**src/design/assert_macros.svh**
```systemverilog
// Assertion macros shared by the queue RTL.
`ifndef ASSERT_MACROS_SVH
`define ASSERT_MACROS_SVH
`ifndef NO_ASSERTIONS
// Clocked check, skipped while in reset.
`define SPQ_ASSERT(lbl, prop) \
    lbl: assert property (@(posedge clk) disable iff (!rst_n) prop) \
        else $error("sorted_priority_queue assertion failed");
// Clocked check that also holds during reset.
`define SPQ_ASSERT_ALWAYS(lbl, prop) \
    lbl: assert property (@(posedge clk) prop) \
        else $error("sorted_priority_queue assertion failed");
`else
`define SPQ_ASSERT(lbl, prop)
`define SPQ_ASSERT_ALWAYS(lbl, prop)
`endif
`endif

```
**src/design/spq_pkg.sv**
```systemverilog
// Types and constants of the sorted priority queue.
`default_nettype none
package spq_pkg;

    localparam int DEPTH = 16;
    localparam int CNT_W = $clog2(DEPTH + 1);
    localparam int FILL_W = 5;

    localparam logic CMD_ENQ = 1'b0;
    localparam logic CMD_DEQ = 1'b1;

    typedef enum logic [1:0] {
        ST_ENQ   = 2'd0,
        ST_FULL  = 2'd1,
        ST_DEQ   = 2'd2,
        ST_EMPTY = 2'd3
    } status_t;

    typedef struct packed {
        logic signed [31:0] data;
        logic [7:0]         prio;
    } entry_t;

    typedef struct packed {
        logic               command;
        logic signed [31:0] item_data;
        logic [7:0]         item_priority;
    } in_item_t;

    typedef struct packed {
        status_t             status;
        logic signed [31:0]  out_data;
        logic [7:0]          out_priority;
        logic [FILL_W-1:0]   fill_count;
    } out_item_t;

    // Per-cell control from the top level.
    typedef struct packed {
        logic enq;
        logic deq;
        logic occ;
    } cell_ctrl_t;

endpackage
`default_nettype wire

```
**src/design/sorted_priority_queue.sv**
```systemverilog
// Top level of the sorted priority queue: a chain of compare-and-shift cells.
`default_nettype none
`include "assert_macros.svh"
// Sorted priority queue of DEPTH entries held in a row of cells, head in cell 0.
// Every cell compares its priority with the incoming entry in parallel. On an enqueue
// it keeps its entry, takes the new one or takes its left neighbor's; on a dequeue
// it takes its right neighbor's. busy never rises: an item is taken at every edge
// where start is high, and its result appears with result_valid for exactly one
// cycle, the cycle after the item was taken. The receiver cannot stall; results
// not captured in that cycle are lost. Equal priorities leave first-in first-out;
// an enqueue on a full queue reports full, a dequeue on an empty queue reports
// empty, and out_data/out_priority are zero except on a successful dequeue.
module sorted_priority_queue (
    input  wire                  clk,
    input  wire                  rst_n,
    input  wire                  start,
    output logic                 busy,
    input  spq_pkg::in_item_t    item,
    output logic                 result_valid,
    output spq_pkg::out_item_t   result
);
    import spq_pkg::*;

    logic [CNT_W-1:0] count_reg;
    logic [CNT_W-1:0] count_next;
    logic             result_valid_reg;
    out_item_t        result_reg;
    out_item_t        result_next;

    logic       accept;
    logic       full;
    logic       empty;
    logic       do_enq;
    logic       do_deq;
    entry_t     new_entry;
    entry_t     cell_entry [DEPTH];
    logic       cell_ge    [DEPTH];
    logic [CNT_W+FILL_W-1:0] fill_wide;

    assign busy         = 1'b0;
    assign accept       = start && !busy;
    assign full         = (count_reg == CNT_W'(DEPTH));
    assign empty        = (count_reg == '0);
    assign do_enq       = accept && (item.command == CMD_ENQ) && !full;
    assign do_deq       = accept && (item.command == CMD_DEQ) && !empty;
    assign new_entry    = '{data: item.item_data, prio: item.item_priority};
    assign result_valid = result_valid_reg;
    assign result       = result_reg;

    genvar g;
    generate
        for (g = 0; g < DEPTH; g++)
        begin : g_cell
            cell_ctrl_t ctrl;
            logic       l_ge;
            entry_t     l_entry;
            entry_t     r_entry;

            assign ctrl = '{enq: do_enq, deq: do_deq, occ: (count_reg > CNT_W'(g))};

            if (g == 0)
            begin : g_first
                assign l_ge    = 1'b1;
                assign l_entry = new_entry;
            end
            else
            begin : g_mid
                assign l_ge    = cell_ge[g-1];
                assign l_entry = cell_entry[g-1];
            end

            if (g == DEPTH - 1)
            begin : g_last
                assign r_entry = '0;
            end
            else
            begin : g_inner
                assign r_entry = cell_entry[g+1];
            end

            spq_cell u_cell (
                .clk         (clk),
                .ctrl        (ctrl),
                .new_entry   (new_entry),
                .left_ge     (l_ge),
                .left_entry  (l_entry),
                .right_entry (r_entry),
                .entry       (cell_entry[g]),
                .ge          (cell_ge[g])
            );
        end
    endgenerate

    always_comb
    begin
        count_next = count_reg;
        if (do_enq)
        begin
            count_next = count_reg + CNT_W'(1);
        end
        else if (do_deq)
        begin
            count_next = count_reg - CNT_W'(1);
        end
    end

    assign fill_wide = {{FILL_W{1'b0}}, count_next};

    always_comb
    begin
        result_next              = '0;
        result_next.fill_count   = fill_wide[FILL_W-1:0];
        if (item.command == CMD_ENQ)
        begin
            result_next.status = full ? ST_FULL : ST_ENQ;
        end
        else if (empty)
        begin
            result_next.status = ST_EMPTY;
        end
        else
        begin
            result_next.status       = ST_DEQ;
            result_next.out_data     = cell_entry[0].data;
            result_next.out_priority = cell_entry[0].prio;
        end
    end

    always_ff @(posedge clk or negedge rst_n)
    begin
        if (!rst_n)
        begin
            count_reg        <= '0;
            result_valid_reg <= 1'b0;
        end
        else
        begin
            count_reg        <= count_next;
            result_valid_reg <= accept;
        end
    end

    always_ff @(posedge clk)
    begin
        if (accept)
        begin
            result_reg <= result_next;
        end
    end

    `SPQ_ASSERT_ALWAYS(a_count_bound, count_reg <= CNT_W'(DEPTH))
    `SPQ_ASSERT(a_strobe_follows_accept, result_valid == $past(accept))
    `SPQ_ASSERT(a_deq_shrinks, do_deq |=> count_reg == $past(count_reg) - CNT_W'(1))
    `SPQ_ASSERT(a_enq_grows, do_enq |=> count_reg == $past(count_reg) + CNT_W'(1))
    `SPQ_ASSERT(a_head_order, (count_reg > CNT_W'(1)) |-> cell_entry[0].prio >= cell_entry[1].prio)

endmodule
`default_nettype wire

```
**src/design/spq_cell.sv**
```systemverilog
// One slot of the sorted queue: compare against the new entry, keep or shift.
`default_nettype none
module spq_cell (
    input  wire                  clk,
    input  spq_pkg::cell_ctrl_t  ctrl,
    input  spq_pkg::entry_t      new_entry,
    input  wire                  left_ge,
    input  spq_pkg::entry_t      left_entry,
    input  spq_pkg::entry_t      right_entry,
    output spq_pkg::entry_t      entry,
    output logic                 ge
);
    import spq_pkg::*;

    entry_t entry_reg;
    entry_t entry_next;

    // Entry stays ahead of the new one when its priority is equal or higher.
    assign ge    = ctrl.occ && (entry_reg.prio >= new_entry.prio);
    assign entry = entry_reg;

    always_comb
    begin
        entry_next = entry_reg;
        if (ctrl.enq)
        begin
            if (!ge)
            begin
                // If the left neighbor stays put, this is the insertion slot; else shift in the left entry.
                entry_next = left_ge ? new_entry : left_entry;
            end
        end
        else if (ctrl.deq)
        begin
            entry_next = right_entry;
        end
    end

    always_ff @(posedge clk)
    begin
        entry_reg <= entry_next;
    end

endmodule
`default_nettype wire
```
**config.mk**
```make
export PLATFORM = sky130hd
export DESIGN_NAME = sorted_priority_queue
export DESIGN_NICKNAME = d
export VERILOG_FILES = /design/src/design/spq_pkg.sv /design/src/design/sorted_priority_queue.sv /design/src/design/spq_cell.sv
export VERILOG_INCLUDE_DIRS = /design/src /design/src/design
export SDC_FILE = /design/constraint.sdc
export NUM_CORES = 2
export LEC_CHECK = 0
export ABC_CLOCK_PERIOD_IN_PS = 10800
export BUFFER_PORTS_ARGS = -buffer_cell sky130_fd_sc_hd__buf_2
export CAP_MARGIN = 20
export CORE_MARGIN = 2
export CORE_UTILIZATION = 35
export CTS_CLUSTER_SIZE = 8
export DETAILED_ROUTE_END_ITERATION = 8
export HOLD_SLACK_MARGIN = 0.06
export PLACE_DENSITY = 0.59
export SLEW_MARGIN = 20
export SYNTH_ARGS = -nofsm -noshare
export SYNTH_HDL_FRONTEND = slang
export SYNTH_SLANG_ARGS = --single-unit
export TNS_END_PERCENT = 10
```
**constraint.sdc**
```tcl
create_clock -name clk -period 10.8 [get_ports clk]
set_input_delay 3.24 -clock clk [delete_from_list [all_inputs] [get_ports clk]]
set_output_delay 3.24 -clock clk [all_outputs]
set_load 0.01 [all_outputs]
```
* Word-level counts from Yosys, hierarchy flattened *
Cells that the tools add are included.

word-level totals
  bits of input ports = 44
  flip-flop bits (word level) = 693
  output and inout bits = 49
  logic and storage cells = 199

operators by class
  bitwise gates (word level) = 1
  order comparisons = 32
  equality and inequality tests = 17
  multiplexer cells = 68
  reduce and logical (&&, ||, !) cells = 41
  add/sub/neg operators = 2

operators with widths
  cell                                                 count
  two-way mux 40 bit                                   63
  >= comparator 8 bit                                  16
  > comparator 5 x 4 -> 1 bit (second input constant)  8
  inequality test 2 bit (second input constant)        16
  AND reduction 2 bit                                  16
  > comparator 5 x 3 -> 1 bit (second input constant)  4
  logical AND 1 bit                                    20
  > comparator 5 x 1 -> 1 bit (second input constant)  2
  > comparator 5 x 2 -> 1 bit (second input constant)  2
  two-way mux 5 bit                                    2
  adder 5 x 1 -> 5 bit (second input constant)         1
  equality test 5 bit (second input constant)          1
  logical NOT 5 bit                                    1
  subtractor 5 x 1 -> 5 bit (second input constant)    1
  logical NOT 1 bit                                    2
  two-way mux 1 bit                                    2
  two-way mux 2 bit                                    1
  nonzero test 2 bit                                   1
  OR reduction 2 bit                                   1
  inverter 1 bit                                       1

* Logic depth before layout (Yosys ltp) *
  depth in word-level cells = 5
  mapped depth = 11
  mapped depth without buffers = 7

* Hierarchy *
Synthesis repeated with hierarchy kept, for this count alone.

unflattened totals
  cells, all modules = 3429
  area, all modules = 38328.0 sq um

modules (own cells, without submodules)
  module                 area each (sq um)  instances  cells an instance  sequential area each (sq um)
  spq_cell               2245.9             16         203                1201.2
  sorted_priority_queue  2393.5             1          181                1561.5

* Least setup slack after synthesis *
Ideal clock, no wire load.

  path kind = in2reg
  start point = input item[5] (netlist bit)
  end point = register g_cell[13].u_cell.entry_reg (netlist bit g_cell[13].u_cell.entry[0]), enable pin
  buffers on the path = 3
  setup slack = 3.135 ns
  cell stages on the path = 9
  required time = 10.344 ns
  setup time = 0.456 ns
  arrival = 7.210 ns
  cell sequence = clkbuf_1 -> clkbuf_1 -> inv_1 -> ha_1 -> and4_1 -> a21oi_1 -> o21ai_1 -> clkbuf_1 -> o221ai_1

between the ends
  word-level cells in the longest chain between the ends = 4

RTL lines
  what                                    line                         RTL
  start, declared                         sorted_priority_queue.sv:18  input spq_pkg::in_item_t item,
  >= comparator 8 bit                     spq_cell.sv:19               assign ge = ctrl.occ && (entry_reg.prio >= new_entry.prio);
  logical AND 1 bit                       spq_cell.sv:19
  inequality test 2 bit (no source line)  -
  AND reduction 2 bit (no source line)    -
  end signal, assigned                    spq_cell.sv:41               entry_reg <= entry_next;
  end, declared                           spq_cell.sv:15               entry_t entry_reg;

No other way between the ends.
A chain may end at the register's enable or synchronous reset.

* Final worst setup path *
  start point = input item[2] (netlist bit)
  end point = register g_cell[3].u_cell.entry_reg (netlist bit g_cell[3].u_cell.entry[6]), enable pin

between the ends
  word-level cells in the longest chain between the ends = 4

RTL lines
  what                                    line
  >= comparator 8 bit                     spq_cell.sv:19
  logical AND 1 bit                       spq_cell.sv:19
  inequality test 2 bit (no source line)  -
  AND reduction 2 bit (no source line)    -
  end signal, assigned                    spq_cell.sv:41
  end, declared                           spq_cell.sv:15

No other way between the ends.

==> results.md <==
* Run status: finished clean
* Setup TNS Final at 0 ns
* Gr ovfl total at 0
* TritonCTS buffer count at 96
* Most frequent cells in the layout: edfxtp_1 (687), nand3_1 (320), nor2_1 (297), a31oi_1 (295), o21ai_0 (286)
* Clock Sink Count at 693
* Post-synth EDFFs at 687
* Vias in the first global route at 32,000
* Max Slew Vio Count at 0
* Arrival time of the worst setup path at 7.30 ns
* CP Launch Type: input pin
* Worst slew pin tran at 1.15 ns
* Critical path endpoint category: flop
* DRC at 0
* Drt total wl at roughly 140,000 um
* Initial Util at 0.352
* Global-route wire length before repair at 213,000 um
* Post-Synth XOR/XNOR Area at 0.00113
* Max FO, Critical Path at 41
* Initial antenna violation count at 1
* DR vias at 32,700
* Die area at ~110,000 um^2
* RSZ-0062 raised after global routing: false
* Chip Height at between 300 and 400 um
* Vias per Instance at 6.53
* Tot Pwr at 10.4 mW
* Seq/Total Area, Yosys at 0.534
* Antenna Cells at 0
* DRT Pass-1 Iters at 6
* Die X-Extent at 337 um
* Share of cells above drive strength 1 at 0.140
* VDD IR-drop max at roughly 180 uV
* Setup violators final at 0
* Largest family of logic cells by synthesized area: compound AO/OA/AOI/OAI gates
* Synth warn at 0
* Synth-to-Final Area Change at 10.6%
* CP Data Required Time at 11.09 ns
* Post-Syn Instances at 3,674
* Ys flop type: edfxtp_1
* Min cycle time layout at 7.01 ns
* Leakage at 14.8 nW
* Ys async rst share at 0.00866
* Mean area per synthesized cell at 10.6 um^2
* Routed Antenna Nets at 0
* Max reg flops at between 600 and 700
* Final HPWL DP at roughly 80,000 um
* Clock Latency Late Sink at 0.66 ns
* WL/cell at between 20 and 30 um
* Final Skew at 0.0323 ns
* Clk buf depth at 3
* Tot GR Track Use at 0.248
* Clk slew on worst S/H paths at 0.05 ns
* Headroom to the max-slew limit at 0.233
* # IOs at 93
* Hold Vio Cnt, Final at 0
* Syn nets at 3,852
* Port bufs at 91
* Post-synthesis compound-gate area fraction at 0.231
* Unique masters post-synth at 57
* Most common cell after layout, fill and taps aside: edfxtp_1
* Period utilisation layout at 0.649
* Yosys reg bits at 693
* Mux share of post-synthesis cell area at 0.0105
* Setup CP Type: in2reg
* HP Class: reg2reg
* Hold WS at 0.550 ns
* CTS tree: done
* DRT iter0 DRCs at about 4,700
* Mapped Area at 38,900 um^2
* Resized cells post-CTS at 0
* CTS root buf: clkbuf_16
* Post-CTS setup buffer count at 0
* Hold buffers post-CTS at 0
* Max Clk Rate at 0.143 GHz
* Post-layout net count at approximately 3,700
* Core area at approximately 110,000 um^2
* GP Congestion at 0.930
* Post-Synth Adder-Cell Area at 0.0431
* Util after Layout at 0.389
* Max-cap viol count at 0
* Simple-Gate Fraction of Synth Area at 0.126
* Num rows at 122
* Largest net degree at the start of global routing at 256
* Power per cell area at 242 nW/um^2
* Htree depth at 3
[worst paths after layout]
| check | start | to | slack (ns) | cells past startpoint |
|---|---|---|---|---|
| max in group asynchronous | rst_n | result_valid | 8.18 | 1 |
| min reg2reg | g_cell[1].u_cell.entry[23] | g_cell[0].u_cell.entry[23] | 0.55 | 2 |
| min in group asynchronous | rst_n | count_reg[0] | 2.44 | 1 |
| max | item[2] | g_cell[3].u_cell.entry[6] | 3.79 | 10 |
| max reg2reg | count_reg[2] | g_cell[15].u_cell.entry[30] | 6.38 | 6 |
| min | g_cell[1].u_cell.entry[23] | g_cell[0].u_cell.entry[23] | 0.55 | 2 |
[through the flow]
stage | setup slack [ns] | std cells | instance area (um^2)
3_5_place_dp | 3.27 | 4887 | 40400
2_1_floorplan | 3.13 | 3674 | 38900
6_report | 3.79 | 5008 | 43000
3_3_place_gp | 3.34 | 4886 | 40400
5_1_grt | 3.73 | 5008 | 43000
4_1_cts | 3.97 | 5008 | 43000
[final cells by class]
class | count | area, um^2
Clock buffer | 115 | 2520
Clock inverter | 6 | 83.8
Fill cell | 10800 | 67500
Inverter | 72 | 270
Multi-Input combinational cell | 2457 | 16400
Sequential cell | 693 | 20800
Tap cell | 1488 | 1860
Timing Repair Buffer | 177 | 1150
[synth_stat cells, types with 3 or more instances]
cell | n | share of area
a211o_1 | 25 | 0.0056
a211oi_1 | 4 | 0.00077
a21o_1 | 9 | 0.0017
a21oi_1 | 13 | 0.0017
a311oi_1 | 40 | 0.0090
a31o_1 | 40 | 0.0090
a31o_2 | 161 | 0.036
a31oi_1 | 296 | 0.048
a32o_1 | 200 | 0.051
and2_1 | 42 | 0.0068
and4_1 | 8 | 0.0018
buf_1 | 20 | 0.0019
buf_2 | 130 | 0.017
clkbuf_1 | 300 | 0.029
dfrtp_1 | 6 | 0.0039
edfxtp_1 | 687 | 0.53
ha_1 | 134 | 0.043
inv_1 | 72 | 0.0069
mux2i_1 | 41 | 0.011
nand2_1 | 221 | 0.021
nand2b_1 | 18 | 0.0029
nand3_1 | 322 | 0.041
nand3b_1 | 40 | 0.0077
nand4_1 | 7 | 0.0011
nor2_1 | 300 | 0.029
nor3_1 | 40 | 0.0051
o211a_1 | 7 | 0.0018
o211ai_1 | 60 | 0.012
o21a_1 | 3 | 0.00058
o21ai_0 | 286 | 0.037
o21ai_1 | 24 | 0.0031
o221ai_1 | 41 | 0.0092
o311ai_1 | 5 | 0.0011
or3_1 | 41 | 0.0066
xnor2_1 | 4 | 0.00090
[cell families after synthesis]
family / after synthesis
muxes: 41
other: 1
AOI/OAI and AO/OA: 1227
buffers and inverters: 524
xor gates and xnor gates: 5
DFF: 693
adders and majority gates: 134
and+or+nand+nor: 1049
[per-layer routing]
metal  part of all wire  up-vias  wire length, um  GRT usage
met4              0.041        0             6000      0.103
met2               0.44     2009            64200      0.384
li1                   -    14000                -          -
met1               0.41    16300            59900      0.341
met3               0.10      388            14800     0.0469
met5                  0        -                0          0
[worst max-delay path, cell delays in order]
cell	delay, ns
buf_2	0.42
inv_1	0.58
ha_1	0.50
a211o_1	0.26
a31oi_1	0.19
o211a_1	0.18
buf_4	0.48
o21ai_0	0.20
nand2_2	0.60
buf_4	0.53
[power by group]
group / internal (mW) / total, mW / leakage (nW) / switching, mW
registers: 3.76 / 4.15 / 6.70 / 0.394
clock network: 1.61 / 2.80 / 1.26 / 1.18
logic: 1.02 / 3.45 / 6.89 / 2.43
Note: power is estimated with default switching activity, not from simulation.
